<file path="src/design/lsti_pkg.sv">
// shared types, constants and table functions of the l-system turtle interpreter
package lsti_pkg;

    localparam int ANGLE_STEPS = 72;
    localparam int TURN_STEPS  = 5;
    localparam int QUARTER     = 18;
    localparam int X_RULE_LEN  = 18;

    localparam int COORD_W     = 24;
    localparam int HEAD_W      = 7;
    localparam int STEP_W      = 23;
    localparam int LEVEL_W     = 5;
    localparam int CHAR_W      = 8;
    localparam int STATUS_W    = 3;
    localparam int CFG_IDX_W   = 3;
    localparam int CFG_DATA_W  = 24;
    localparam int XIDX_W      = 5;
    localparam int TRIG_W      = 17;

    localparam logic [LEVEL_W-1:0]        LEVEL_MAX     = 5'd31;
    localparam logic signed [COORD_W-1:0] START_X_RST   = 24'shFF0000;
    localparam logic signed [COORD_W-1:0] START_Y_RST   = 24'shFF0000;
    localparam logic [HEAD_W-1:0]         START_HEAD_RST = 7'd12;
    localparam logic [STEP_W-1:0]         STEP_RST      = 23'd65536;
    localparam logic [LEVEL_W-1:0]        MAX_LEVEL_RST = 5'd4;

    localparam logic [CHAR_W-1:0] CH_X     = 8'h58;
    localparam logic [CHAR_W-1:0] CH_F     = 8'h46;
    localparam logic [CHAR_W-1:0] CH_PLUS  = 8'h2B;
    localparam logic [CHAR_W-1:0] CH_MINUS = 8'h2D;
    localparam logic [CHAR_W-1:0] CH_LBR   = 8'h5B;
    localparam logic [CHAR_W-1:0] CH_RBR   = 8'h5D;
    localparam logic [CHAR_W-1:0] CH_NONE  = 8'h00;

    localparam logic [CHAR_W-1:0] X_RULE [X_RULE_LEN] = '{
        CH_F, CH_MINUS, CH_LBR, CH_LBR, CH_X, CH_RBR, CH_PLUS, CH_X, CH_RBR,
        CH_PLUS, CH_F, CH_LBR, CH_PLUS, CH_F, CH_X, CH_RBR, CH_MINUS, CH_X
    };

    localparam logic [15:0] QUARTER_SIN [QUARTER+1] = '{
        16'd0, 16'd2856, 16'd5690, 16'd8481, 16'd11207, 16'd13848, 16'd16384,
        16'd18795, 16'd21063, 16'd23170, 16'd25102, 16'd26842, 16'd28378,
        16'd29698, 16'd30792, 16'd31652, 16'd32270, 16'd32643, 16'd32767
    };

    typedef enum logic [CFG_IDX_W-1:0] {
        CFG_START_X       = 3'd0,
        CFG_START_Y       = 3'd1,
        CFG_START_HEADING = 3'd2,
        CFG_STEP_LENGTH   = 3'd3,
        CFG_MAX_LEVEL     = 3'd4
    } cfg_idx_t;

    typedef enum logic [STATUS_W-1:0] {
        STAT_OK         = 3'd0,
        STAT_UNKNOWN    = 3'd1,
        STAT_EMPTY_POP  = 3'd2,
        STAT_STACK_FULL = 3'd3,
        STAT_FINISHED   = 3'd4,
        STAT_GEN_DONE   = 3'd5
    } status_t;

    typedef enum logic [2:0] {
        SC_X, SC_F, SC_PLUS, SC_MINUS, SC_PUSH, SC_POP, SC_OTHER
    } sym_class_t;

    typedef enum logic [2:0] {
        EK_STATUS, EK_CHAR, EK_XRULE, EK_SEG, EK_F_TAIL
    } emit_kind_t;

    typedef enum logic [2:0] {
        TOP_NONE, TOP_GEN, TOP_PLUS, TOP_MINUS, TOP_PUSH, TOP_POP, TOP_MOVE
    } turtle_op_t;

    typedef enum logic [3:0] {
        ST_IDLE, ST_DISPATCH, ST_POP_RD, ST_EMIT_ONE, ST_EMIT_X,
        ST_MUL_X, ST_MUL_Y, ST_SUM, ST_EMIT_F0, ST_EMIT_F1
    } ctrl_state_t;

    typedef struct packed {
        logic signed [COORD_W-1:0] start_x;
        logic signed [COORD_W-1:0] start_y;
        logic [HEAD_W-1:0]         start_heading;
        logic [STEP_W-1:0]         step_length;
        logic [LEVEL_W-1:0]        max_level;
    } cfg_t;

    typedef struct packed {
        logic signed [COORD_W-1:0] x;
        logic signed [COORD_W-1:0] y;
        logic [HEAD_W-1:0]         heading;
    } turtle_entry_t;

    typedef struct packed {
        logic              load_in;
        logic              len_en;
        logic              mul_en;
        logic              mul_sel;
        logic              sum_en;
        logic              rd_en;
        logic              emit;
        emit_kind_t        kind;
        turtle_op_t        op;
        status_t           status;
        logic              last;
        logic [XIDX_W-1:0] xidx;
    } ctrl_cmd_t;

    typedef struct packed {
        logic       finished;
        logic       gen_cmd;
        sym_class_t sclass;
        logic       stack_empty;
        logic       stack_full;
        logic       out_free;
    } dp_stat_t;

    function automatic sym_class_t classify(input logic [CHAR_W-1:0] s);
        sym_class_t c;
        unique case (s)
            CH_X:     c = SC_X;
            CH_F:     c = SC_F;
            CH_PLUS:  c = SC_PLUS;
            CH_MINUS: c = SC_MINUS;
            CH_LBR:   c = SC_PUSH;
            CH_RBR:   c = SC_POP;
            default:  c = SC_OTHER;
        endcase
        return c;
    endfunction

    // valid for values below twice the angle count
    function automatic logic [HEAD_W-1:0] heading_mod(input logic [HEAD_W-1:0] h);
        return (h >= HEAD_W'(ANGLE_STEPS)) ? h - HEAD_W'(ANGLE_STEPS) : h;
    endfunction

    function automatic logic [CHAR_W-1:0] x_rule_char(input logic [XIDX_W-1:0] i);
        return (i < XIDX_W'(X_RULE_LEN)) ? X_RULE[i] : CH_X;
    endfunction

    // q1.15 sine from the quarter-wave table, k below twice the angle count
    function automatic logic signed [TRIG_W-1:0] sin_q15(input logic [HEAD_W-1:0] k);
        logic [HEAD_W-1:0]        kk;
        logic [4:0]               q;
        logic                     neg;
        logic signed [TRIG_W-1:0] mag;
        kk = heading_mod(k);
        if (kk <= HEAD_W'(QUARTER)) begin
            q   = 5'(kk);
            neg = 1'b0;
        end else if (kk <= HEAD_W'(2 * QUARTER)) begin
            q   = 5'(HEAD_W'(2 * QUARTER) - kk);
            neg = 1'b0;
        end else if (kk <= HEAD_W'(3 * QUARTER)) begin
            q   = 5'(kk - HEAD_W'(2 * QUARTER));
            neg = 1'b1;
        end else begin
            q   = 5'(HEAD_W'(ANGLE_STEPS) - kk);
            neg = 1'b1;
        end
        mag = $signed({1'b0, QUARTER_SIN[q]});
        return neg ? -mag : mag;
    endfunction

endpackage

</file>
<file path="src/design/lsti_ctrl.sv">
// sequencing state machine of the l-system turtle interpreter
module lsti_ctrl (
    input  logic                 aclk,
    input  logic                 aresetn,
    input  logic                 s_valid,
    output logic                 s_ready,
    input  lsti_pkg::dp_stat_t   stat,
    output lsti_pkg::ctrl_cmd_t  cmd
);
    import lsti_pkg::*;

    ctrl_state_t       state_reg, state_next;
    logic [XIDX_W-1:0] xidx_reg, xidx_next;

    emit_kind_t one_kind;
    status_t    one_status;
    turtle_op_t one_op;

    // single-result item decode
    always_comb begin
        one_kind   = EK_CHAR;
        one_status = STAT_OK;
        one_op     = TOP_NONE;
        if (stat.finished) begin
            one_kind   = EK_STATUS;
            one_status = STAT_FINISHED;
        end else if (stat.gen_cmd) begin
            one_kind   = EK_STATUS;
            one_status = STAT_GEN_DONE;
            one_op     = TOP_GEN;
        end else begin
            unique case (stat.sclass)
                SC_PLUS:  one_op = TOP_PLUS;
                SC_MINUS: one_op = TOP_MINUS;
                SC_PUSH: begin
                    if (stat.stack_full) one_status = STAT_STACK_FULL;
                    else                 one_op     = TOP_PUSH;
                end
                SC_POP: begin
                    if (stat.stack_empty) one_status = STAT_EMPTY_POP;
                    else                  one_op     = TOP_POP;
                end
                default: begin
                    one_kind   = EK_STATUS;
                    one_status = STAT_UNKNOWN;
                end
            endcase
        end
    end

    always_ff @(posedge aclk) begin
        if (!aresetn) begin
            state_reg <= ST_IDLE;
            xidx_reg  <= '0;
        end else begin
            state_reg <= state_next;
            xidx_reg  <= xidx_next;
        end
    end

    always_comb begin
        state_next = state_reg;
        xidx_next  = xidx_reg;
        s_ready    = 1'b0;
        cmd        = '0;
        cmd.kind   = EK_STATUS;
        cmd.op     = TOP_NONE;
        cmd.status = STAT_OK;
        cmd.xidx   = xidx_reg;
        unique case (state_reg)
            ST_IDLE: begin
                s_ready     = 1'b1;
                cmd.load_in = s_valid;
                if (s_valid) state_next = ST_DISPATCH;
            end
            ST_DISPATCH: begin
                cmd.len_en = 1'b1;
                xidx_next  = '0;
                if (stat.finished || stat.gen_cmd) begin
                    state_next = ST_EMIT_ONE;
                end else begin
                    case (stat.sclass)
                        SC_X:    state_next = ST_EMIT_X;
                        SC_F:    state_next = ST_MUL_X;
                        SC_POP:  state_next = stat.stack_empty ? ST_EMIT_ONE : ST_POP_RD;
                        default: state_next = ST_EMIT_ONE;
                    endcase
                end
            end
            ST_POP_RD: begin
                cmd.rd_en  = 1'b1;
                state_next = ST_EMIT_ONE;
            end
            ST_EMIT_ONE: begin
                cmd.kind   = one_kind;
                cmd.status = one_status;
                cmd.op     = one_op;
                cmd.last   = 1'b1;
                if (stat.out_free) begin
                    cmd.emit   = 1'b1;
                    state_next = ST_IDLE;
                end
            end
            ST_EMIT_X: begin
                cmd.kind = EK_XRULE;
                cmd.last = (xidx_reg == XIDX_W'(X_RULE_LEN - 1));
                if (stat.out_free) begin
                    cmd.emit = 1'b1;
                    if (cmd.last) state_next = ST_IDLE;
                    else          xidx_next  = xidx_reg + 1'b1;
                end
            end
            ST_MUL_X: begin
                cmd.mul_en = 1'b1;
                state_next = ST_MUL_Y;
            end
            ST_MUL_Y: begin
                cmd.mul_en  = 1'b1;
                cmd.mul_sel = 1'b1;
                state_next  = ST_SUM;
            end
            ST_SUM: begin
                cmd.sum_en = 1'b1;
                state_next = ST_EMIT_F0;
            end
            ST_EMIT_F0: begin
                cmd.kind = EK_SEG;
                cmd.op   = TOP_MOVE;
                if (stat.out_free) begin
                    cmd.emit   = 1'b1;
                    state_next = ST_EMIT_F1;
                end
            end
            ST_EMIT_F1: begin
                cmd.kind = EK_F_TAIL;
                cmd.last = 1'b1;
                if (stat.out_free) begin
                    cmd.emit   = 1'b1;
                    state_next = ST_IDLE;
                end
            end
            default: state_next = ST_IDLE;
        endcase
    end

    a_emit_into_free_slot: assert property (@(posedge aclk) disable iff (!aresetn)
        cmd.emit |-> stat.out_free)
        else $error("result loaded while output register still occupied");

    a_busy_after_accept: assert property (@(posedge aclk) disable iff (!aresetn)
        (s_valid && s_ready) |=> !s_ready)
        else $error("new transaction accepted while an item is in progress");

    a_xidx_in_rule: assert property (@(posedge aclk) disable iff (!aresetn)
        (state_reg == ST_EMIT_X) |-> (xidx_reg < XIDX_W'(X_RULE_LEN)))
        else $error("rewrite index ran past the end of the rule");

endmodule

</file>
<file path="src/design/lsti_dpath.sv">
// turtle state, stack memory, step multiplier and output register
module lsti_dpath #(
    parameter int STACK_DEPTH = 32
) (
    input  logic                                  aclk,
    input  logic                                  aresetn,
    input  lsti_pkg::cfg_t                        cfg,
    input  lsti_pkg::ctrl_cmd_t                   cmd,
    output lsti_pkg::dp_stat_t                    stat,
    input  logic                                  s_cmd,
    input  logic [lsti_pkg::CHAR_W-1:0]           s_symbol,
    output logic                                  m_valid,
    input  logic                                  m_ready,
    output logic [lsti_pkg::CHAR_W-1:0]           m_rewrite_char,
    output logic                                  m_char_valid,
    output logic                                  m_last,
    output logic                                  m_segment_valid,
    output logic signed [lsti_pkg::COORD_W-1:0]   m_seg_x0,
    output logic signed [lsti_pkg::COORD_W-1:0]   m_seg_y0,
    output logic signed [lsti_pkg::COORD_W-1:0]   m_seg_x1,
    output logic signed [lsti_pkg::COORD_W-1:0]   m_seg_y1,
    output logic [lsti_pkg::STATUS_W-1:0]         m_status
);
    import lsti_pkg::*;

    localparam int CNT_W      = $clog2(STACK_DEPTH + 1);
    localparam int SIDX_W     = $clog2(STACK_DEPTH);
    localparam int PROD_W     = STEP_W + 1 + TRIG_W;
    localparam int FRAC_SHIFT = 15;
    localparam int DELTA_W    = PROD_W - FRAC_SHIFT;
    localparam int SUM_W      = DELTA_W + 1;
    localparam logic signed [SUM_W-1:0] COORD_HI = SUM_W'(24'sh7FFFFF);
    localparam logic signed [SUM_W-1:0] COORD_LO = SUM_W'(24'sh800000);

    function automatic logic signed [COORD_W-1:0] sat_coord(
        input logic signed [SUM_W-1:0] v
    );
        logic signed [COORD_W-1:0] r;
        if (v > COORD_HI)      r = COORD_HI[COORD_W-1:0];
        else if (v < COORD_LO) r = COORD_LO[COORD_W-1:0];
        else                   r = v[COORD_W-1:0];
        return r;
    endfunction

    // latched item
    logic              cmd_in_reg;
    logic [CHAR_W-1:0] sym_reg;

    // turtle
    logic signed [COORD_W-1:0] pos_x_reg, pos_y_reg;
    logic [HEAD_W-1:0]         heading_reg;
    logic [LEVEL_W-1:0]        level_reg;
    logic [CNT_W-1:0]          count_reg;

    // step arithmetic
    logic [STEP_W-1:0]         len_reg;
    logic signed [PROD_W-1:0]  prod_reg;
    logic signed [PROD_W-1:0]  prod_rnd;
    logic signed [DELTA_W-1:0] delta;
    logic signed [DELTA_W-1:0] dx_reg;
    logic signed [COORD_W-1:0] new_x_reg, new_y_reg;
    logic signed [TRIG_W-1:0]  trig;
    logic signed [SUM_W-1:0]   sum_x, sum_y;

    // stack
    turtle_entry_t    stack_mem [STACK_DEPTH];
    turtle_entry_t    rd_data_reg;
    logic [CNT_W-1:0] cnt_dec;
    logic [SIDX_W-1:0] push_addr, pop_addr;
    logic             do_push;

    // output register
    logic                      m_valid_reg;
    logic [CHAR_W-1:0]         char_reg;
    logic                      char_valid_reg, last_reg, seg_valid_reg;
    logic signed [COORD_W-1:0] x0_reg, y0_reg, x1_reg, y1_reg;
    status_t                   status_reg;
    logic [CHAR_W-1:0]         emit_char;

    assign stat.finished    = (level_reg > cfg.max_level);
    assign stat.gen_cmd     = cmd_in_reg;
    assign stat.sclass      = classify(sym_reg);
    assign stat.stack_empty = (count_reg == '0);
    assign stat.stack_full  = (count_reg >= CNT_W'(STACK_DEPTH));
    assign stat.out_free    = !m_valid_reg || m_ready;

    always_ff @(posedge aclk) begin
        if (cmd.load_in) begin
            cmd_in_reg <= s_cmd;
            sym_reg    <= s_symbol;
        end
    end

    // cos on the first pass, sin on the second
    assign trig = cmd.mul_sel ? sin_q15(heading_reg)
                              : sin_q15(heading_reg + HEAD_W'(QUARTER));
    // round half up, then drop the fraction bits of the table scale
    assign prod_rnd = prod_reg + PROD_W'(1 << (FRAC_SHIFT - 1));
    assign delta    = prod_rnd[PROD_W-1:FRAC_SHIFT];
    assign sum_x    = SUM_W'(pos_x_reg) + SUM_W'(dx_reg);
    assign sum_y    = SUM_W'(pos_y_reg) + SUM_W'(delta);

    always_ff @(posedge aclk) begin
        if (cmd.len_en) len_reg <= cfg.step_length >> (level_reg - 1'b1);
        if (cmd.mul_en) begin
            prod_reg <= $signed({1'b0, len_reg}) * trig;
            if (cmd.mul_sel) dx_reg <= delta;
        end
        if (cmd.sum_en) begin
            new_x_reg <= sat_coord(sum_x);
            new_y_reg <= sat_coord(sum_y);
        end
    end

    assign cnt_dec   = count_reg - 1'b1;
    assign push_addr = count_reg[SIDX_W-1:0];
    assign pop_addr  = cnt_dec[SIDX_W-1:0];
    assign do_push   = cmd.emit && (cmd.op == TOP_PUSH);

    always_ff @(posedge aclk) begin
        if (do_push) stack_mem[push_addr] <= '{x: pos_x_reg, y: pos_y_reg, heading: heading_reg};
        if (cmd.rd_en) rd_data_reg <= stack_mem[pop_addr];
    end

    always_ff @(posedge aclk) begin
        if (!aresetn) begin
            pos_x_reg   <= START_X_RST;
            pos_y_reg   <= START_Y_RST;
            heading_reg <= START_HEAD_RST;
            level_reg   <= LEVEL_W'(1);
            count_reg   <= '0;
        end else if (cmd.emit) begin
            case (cmd.op)
                TOP_GEN: begin
                    pos_x_reg   <= cfg.start_x;
                    pos_y_reg   <= cfg.start_y;
                    heading_reg <= heading_mod(cfg.start_heading);
                    count_reg   <= '0;
                    if (level_reg < LEVEL_MAX) level_reg <= level_reg + 1'b1;
                end
                TOP_PLUS: begin
                    heading_reg <= (heading_reg >= HEAD_W'(TURN_STEPS))
                        ? heading_reg - HEAD_W'(TURN_STEPS)
                        : heading_reg + HEAD_W'(ANGLE_STEPS - TURN_STEPS);
                end
                TOP_MINUS: heading_reg <= heading_mod(heading_reg + HEAD_W'(TURN_STEPS));
                TOP_PUSH:  count_reg   <= count_reg + 1'b1;
                TOP_POP: begin
                    pos_x_reg   <= rd_data_reg.x;
                    pos_y_reg   <= rd_data_reg.y;
                    heading_reg <= heading_mod(rd_data_reg.heading);
                    count_reg   <= cnt_dec;
                end
                TOP_MOVE: begin
                    pos_x_reg <= new_x_reg;
                    pos_y_reg <= new_y_reg;
                end
                default: ;
            endcase
        end
    end

    always_comb begin
        case (cmd.kind)
            EK_CHAR:             emit_char = sym_reg;
            EK_XRULE:            emit_char = x_rule_char(cmd.xidx);
            EK_SEG, EK_F_TAIL:   emit_char = CH_F;
            default:             emit_char = CH_NONE;
        endcase
    end

    always_ff @(posedge aclk) begin
        if (!aresetn) begin
            m_valid_reg <= 1'b0;
        end else if (cmd.emit) begin
            m_valid_reg <= 1'b1;
        end else if (m_ready) begin
            m_valid_reg <= 1'b0;
        end
    end

    always_ff @(posedge aclk) begin
        if (cmd.emit) begin
            char_reg       <= emit_char;
            char_valid_reg <= (cmd.kind != EK_STATUS);
            last_reg       <= cmd.last;
            seg_valid_reg  <= (cmd.kind == EK_SEG);
            status_reg     <= cmd.status;
            if (cmd.kind == EK_SEG) begin
                x0_reg <= pos_x_reg;
                y0_reg <= pos_y_reg;
                x1_reg <= new_x_reg;
                y1_reg <= new_y_reg;
            end else begin
                x0_reg <= '0;
                y0_reg <= '0;
                x1_reg <= '0;
                y1_reg <= '0;
            end
        end
    end

    assign m_valid         = m_valid_reg;
    assign m_rewrite_char  = char_reg;
    assign m_char_valid    = char_valid_reg;
    assign m_last          = last_reg;
    assign m_segment_valid = seg_valid_reg;
    assign m_seg_x0        = x0_reg;
    assign m_seg_y0        = y0_reg;
    assign m_seg_x1        = x1_reg;
    assign m_seg_y1        = y1_reg;
    assign m_status        = status_reg;

    a_count_bound: assert property (@(posedge aclk) disable iff (!aresetn)
        count_reg <= CNT_W'(STACK_DEPTH))
        else $error("stack count beyond depth");

    a_no_push_when_full: assert property (@(posedge aclk) disable iff (!aresetn)
        do_push |-> !stat.stack_full)
        else $error("push issued into a full stack");

    a_segment_on_first_f: assert property (@(posedge aclk) disable iff (!aresetn)
        (m_valid && m_segment_valid) |-> (m_char_valid && !m_last))
        else $error("segment on a result other than the first f");

endmodule

</file>
<file path="src/design/lsystem_turtle_interpreter_core.sv">
// top level of the l-system turtle interpreter: configuration registers and core wiring
// a new item is accepted only after the last result of the one before is loaded
// x streams one result a cycle while the output register is free; a pop reads
// its stack entry first; f spends two multiplier passes and a sum before its results
// reset (synchronous, aresetn low): registers to defaults, turtle to start, level 1
// the stack is empty after reset with no clearing pass: entries are read only after a push
module lsystem_turtle_interpreter_core #(
    parameter int STACK_DEPTH = 32
) (
    input  logic                                  aclk,
    input  logic                                  aresetn,
    // configuration write channel
    input  logic                                  cfg_valid,
    output logic                                  cfg_ready,
    input  logic [lsti_pkg::CFG_IDX_W-1:0]        cfg_index,
    input  logic [lsti_pkg::CFG_DATA_W-1:0]       cfg_data,
    // symbol input channel
    input  logic                                  s_valid,
    output logic                                  s_ready,
    input  logic                                  s_cmd,
    input  logic [lsti_pkg::CHAR_W-1:0]           s_symbol,
    // result channel
    output logic                                  m_valid,
    input  logic                                  m_ready,
    output logic [lsti_pkg::CHAR_W-1:0]           m_rewrite_char,
    output logic                                  m_char_valid,
    output logic                                  m_last,
    output logic                                  m_segment_valid,
    output logic signed [lsti_pkg::COORD_W-1:0]   m_seg_x0,
    output logic signed [lsti_pkg::COORD_W-1:0]   m_seg_y0,
    output logic signed [lsti_pkg::COORD_W-1:0]   m_seg_x1,
    output logic signed [lsti_pkg::COORD_W-1:0]   m_seg_y1,
    output logic [lsti_pkg::STATUS_W-1:0]         m_status
);
    import lsti_pkg::*;

    // configuration register file
    logic signed [COORD_W-1:0] start_x_reg, start_y_reg;
    logic [HEAD_W-1:0]         start_heading_reg;
    logic [STEP_W-1:0]         step_length_reg;
    logic [LEVEL_W-1:0]        max_level_reg;
    cfg_t                      cfg;

    ctrl_cmd_t cmd;
    dp_stat_t  stat;

    // writes never stall; a write to an unlisted index is accepted and dropped
    assign cfg_ready = 1'b1;

    always_ff @(posedge aclk) begin
        if (!aresetn) begin
            start_x_reg       <= START_X_RST;
            start_y_reg       <= START_Y_RST;
            start_heading_reg <= START_HEAD_RST;
            step_length_reg   <= STEP_RST;
            max_level_reg     <= MAX_LEVEL_RST;
        end else if (cfg_valid && cfg_ready) begin
            unique case (cfg_index)
                CFG_START_X:       start_x_reg       <= cfg_data[COORD_W-1:0];
                CFG_START_Y:       start_y_reg       <= cfg_data[COORD_W-1:0];
                CFG_START_HEADING: start_heading_reg <= cfg_data[HEAD_W-1:0];
                CFG_STEP_LENGTH:   step_length_reg   <= cfg_data[STEP_W-1:0];
                CFG_MAX_LEVEL:     max_level_reg     <= cfg_data[LEVEL_W-1:0];
                default: ;
            endcase
        end
    end

    // start values only reach the turtle at end of generation or reset
    assign cfg.start_x       = start_x_reg;
    assign cfg.start_y       = start_y_reg;
    assign cfg.start_heading = start_heading_reg;
    assign cfg.step_length   = step_length_reg;
    assign cfg.max_level     = max_level_reg;

    // sequencer: one transaction at a time, results stepped out one a cycle while the output is free
    lsti_ctrl u_ctrl (
        .aclk    (aclk),
        .aresetn (aresetn),
        .s_valid (s_valid),
        .s_ready (s_ready),
        .stat    (stat),
        .cmd     (cmd)
    );

    // turtle, stack memory, multiplier and output register
    lsti_dpath #(
        .STACK_DEPTH (STACK_DEPTH)
    ) u_dpath (
        .aclk            (aclk),
        .aresetn         (aresetn),
        .cfg             (cfg),
        .cmd             (cmd),
        .stat            (stat),
        .s_cmd           (s_cmd),
        .s_symbol        (s_symbol),
        .m_valid         (m_valid),
        .m_ready         (m_ready),
        .m_rewrite_char  (m_rewrite_char),
        .m_char_valid    (m_char_valid),
        .m_last          (m_last),
        .m_segment_valid (m_segment_valid),
        .m_seg_x0        (m_seg_x0),
        .m_seg_y0        (m_seg_y0),
        .m_seg_x1        (m_seg_x1),
        .m_seg_y1        (m_seg_y1),
        .m_status        (m_status)
    );

endmodule
</file>
<file path="config.mk">
export PLATFORM = sky130hd
export DESIGN_NAME = lsystem_turtle_interpreter_core
export DESIGN_NICKNAME = d
export VERILOG_FILES = /design/src/design/lsti_pkg.sv /design/src/design/lsti_ctrl.sv /design/src/design/lsti_dpath.sv /design/src/design/lsystem_turtle_interpreter_core.sv
export SDC_FILE = /design/constraint.sdc
export NUM_CORES = 2
export LEC_CHECK = 0
export BUFFER_PORTS_ARGS = -buffer_cell sky130_fd_sc_hd__buf_2
export CAP_MARGIN = 20
export CORE_ASPECT_RATIO = 1.4
export CORE_MARGIN = 10
export CORE_UTILIZATION = 57
export CTS_CLUSTER_DIAMETER = 60
export DETAILED_ROUTE_END_ITERATION = 7
export PLACE_DENSITY = 0.76
export SLEW_MARGIN = 20
export SYNTH_ARGS = -nofsm -noshare
export SYNTH_HDL_FRONTEND = slang
export SYNTH_SLANG_ARGS = --single-unit
export TNS_END_PERCENT = 1
</file>
<file path="constraint.sdc">
create_clock -name aclk -period 11.5 [get_ports aclk]
set_input_delay 1.15 -clock aclk [delete_from_list [all_inputs] [get_ports aclk]]
set_output_delay 1.15 -clock aclk [all_outputs]
set_load 0.01 [all_outputs]
</file>
==> key figures <==
Run status
  – Status: completed

Setup path
  – R2R cell count: 47
  – RR Endpoint: u_dpath.prod_reg[40]
  – Critical Path RT: 12.16 ns
  – Crit end category: flip-flop
  – R2R Setup Slk: 0.41 ns
  – Reg2Reg Launch Point: u_dpath.heading_reg[3]
  – Worst Path Arrival: 11.75 ns
  – Most used cell, CP: fa_1
  – Slowest CP cell: fa_1
  – Crit-path max cell delay: 0.57 ns
  – Startpoint Class: flip-flop
  – Crit Path Max Fanout: 10
  – Worst setup path class: flip-flop to flip-flop

Power and ir drop
  – Sw frac: 35.76%
  – Pint: 17.41 mW
  – P_sw: 9.689 mW
  – Clk pwr share: 25.1%
  – Logic pwr share: 39.8%
  – Sequential Power Share: 35.1%
  – IR drop worst, VDD: 0.4007 mV
  – Leakage: 38.29 nW
  – PwrDens: 232.7 nW/um^2

Placed design
  – Detailed placement HPWL: 182,300 microns
  – IO buf count: 152
  – Dpl cell area: 109,100 sq um
  – Routability congestion estimate from global placement: 0.9434
  – Post-place setup slack: -0.2012 ns

Layout
  – Layout area overhead: 11.47%
  – Post-route cell area: 116,400 sq um
  – Commonest non-fill, non-tap cell in the layout: edfxtp_1
  – Nets: 7,450
  – Util after Layout: 64.00%
  – Most frequent cells in the layout: edfxtp_1 (2,058), mux4_2 (559), nand2_1 (513)
  – Fraction of layout cells with a size suffix above 1: 21.55%
  – Storage cell area: 65,010 sq um
  – Number of fill cells: 12,510
  – Multi-input gate area: 37,160 sq um
  – Max reg flops: 1,760

Global route
  – Total GRT Usage: 29.75%
  – First-pass GRT wire length: 436,400 microns
  – Vias in the first global route: 63,220
  – Total grt overflow: 0
  – Largest net degree at the start of global routing: 103
  – Initial antenna violation count: 25

Route
  – First-pass detailed-route iteration total: 6
  – Vias post-DR: 62,360
  – Wire per inst: 31.95 microns
  – Vias per cell: 6.594
  – Final WL: 302,100 microns
  – DRT antenna net count: 0
  – Iter 0 DRT Violations: 8,197
  – Drc violations: 0

Floorplanning
  – Initial Util: 57.42%
  – Die X: 381.8 microns
  – IO Count: 154
  – DIE HEIGHT: 526.5 microns
  – DIE AREA: 201,000 sq um
  – Row Count: 185
  – Core area: 181,900 sq um

Yosys
  – Cell count after synthesis: 6,572
  – Synth Cell Area: 104,500 sq um
  – Top_reg_cell synth: edfxtp_1
  – Syn Nets: 7,174
  – Yosys cell types: 99
  – Register area share after synthesis: 62.20%
  – Post-synth ARST share: 0%
  – Post-synth EDFFs: 2,058
  – Avg Cell Area, Syn: 15.90 sq um
  – #FFs+latches synth: 2,217
  – Yosys Warn Count: 0

CTS
  – Clock Path Buffers: 3
  – Total CTS buffers: 195
  – CTS tree: yes
  – Clk sinks: 2,217
  – Worst-Skew Late Latency: 0.86 ns
  – Root Driver: clkbuf_16
  – Hold Buf Count CTS: 0
  – Reg clk slew, reported paths: 0.07 ns
  – H-Tree Depth: 4

STA
  – Setup violators final: 0
  – Post-Route Setup TNS: 0 ns
  – Setup ws final: 0.4070 ns
  – Final Slew Violations: 0
  – Worst-Margin Slew: 1.191 ns
  – Highest clock rate: 90.15 MHz
  – Tmin final: 11.09 ns
  – WHS: 0.4594 ns
  – Tcrit/Tclk final: 96.46%
  – Final Hold Fails: 0
  – Rel. slew slack: 20.40%
  – Fin Clk Skew: 0.06243 ns

Worst hold path
  – Hold Path End: start_x_reg[15]
  – Worst hold path cell count: 2
  – Worst hold start: start_x_reg[15]
  – Hold Crit Class: flip-flop to flip-flop

Job
  – Max cap viols: 0
-- how the worst max path moves through the flow --
stage                                start                    to  slack [ns]  cells after the start
floorplan           u_dpath.heading_reg[4]  u_dpath.prod_reg[34]       0.009                     54
global placement    u_dpath.heading_reg[3]  u_dpath.prod_reg[34]       -0.15                     52
detailed placement  u_dpath.heading_reg[3]  u_dpath.prod_reg[40]       -0.20                     49
CTS                 u_dpath.heading_reg[3]  u_dpath.prod_reg[40]        0.04                     53
global route        u_dpath.heading_reg[3]  u_dpath.prod_reg[40]       -0.08                     53
finish              u_dpath.heading_reg[3]  u_dpath.prod_reg[40]        0.41                     47
-- power by group through the flow --
stage / sequential, mW / clock [mW] / combinational [mW]
floorplan: 9.58 / 0 / 6.49
global placement: 9.67 / 0 / 10.0
detailed placement: 9.67 / 0 / 10.2
CTS: 9.50 / 6.85 / 10.3
global route: 9.52 / 7.15 / 11.9
finish: 9.52 / 6.80 / 10.8
-- layout make-up --
cell class / count / area share (%)
clock buffers: 245 / 4.457
clock inverters: 120 / 1.237
flip-flops and latches: 2217 / 55.83
multi-input cells: 3572 / 31.91
diodes: 9 / 0.01934
well taps: 2431 / 2.612
repair buffers: 412 / 2.479
inverters: 450 / 1.453
-- worst max-delay path: cells and delay by family, from the launching register on --
family / cells / cell delay, ns
fa+ha+maj: 9 / 3.72
compound gates: 14 / 2.94
simple gates: 11 / 2.04
buf+inv: 10 / 1.13
flops: 1 / 0.41
xor+xnor: 2 / 0.40
mux: 1 / 0.28
-- cells in the mapped netlist, drive strengths merged, types with 10 or more instances --
library cell	instances	area, sq um
edfxtp	2058	61800
o211ai	22	165.2
o21ai	172	860.8
buf	79	385.4
nor2b	97	606.8
o21a	20	150.1
xor2	46	410.4
or2	25	156.4
a22oi	56	420.4
clkbuf	256	960.9
or3	19	118.9
nand2	513	1926
nor3	47	250.2
a21oi	197	1005
xnor2	96	855.8
and3	46	287.8
o31a	10	87.58
o21bai	10	75.07
inv	448	1682
nand3b	13	97.59
o41ai	10	87.58
ha	246	3078
mux4	559	12590
nand2b	43	269.0
o22ai	16	113.9
a31oi	55	350.3
a21o	60	450.4
o221ai	13	131.4
nor4	15	106.4
a211oi	33	270.3
mux2	65	732.0
mux2i	46	460.4
nand3	93	475.5
nor2	243	912.1
dfxtp	159	3183
and2	234	1464
fa	315	6306
o31ai	18	135.1
nand4	14	87.58
-- metrics by stage --
stage,std cells,total power [mW]
after floorplan,6572,16.07
after global placement,9048,19.70
after detailed placement,9049,19.86
after CTS,9417,26.70
after global routing,9448,28.57
final,9456,27.10
-- metal layers --
layer	GRT usage, %	share of wire, %
met5	0	0.027
met4	16.37	6.5
met3	6.271	10
met2	48.46	49
met1	37.33	34
-- timing repair --
action,CTS,global route
gates cloned,0,4
gates resized for setup,9,57
setup buffers,3,24
setup endpoints to repair,4,20
endpoints found under the hold margin,0,0
pin swaps,2,18
-- cell families (layout without fill, tap and decap cells) --
kind of cell	Yosys count	count (layout)	share of synthesized area (%)
AOI/OAI and AO/OA	770	772	4.796
xor gates and xnor gates	142	142	1.212
adders and majority gates	561	561	8.983
buffers and inverters	785	1227	2.906
DFF	2217	2217	62.20
muxes	670	670	13.19
other	1	10	0.003590
and+or+nand+nor	1426	1426	6.704
(Power assumes the default switching activity.)
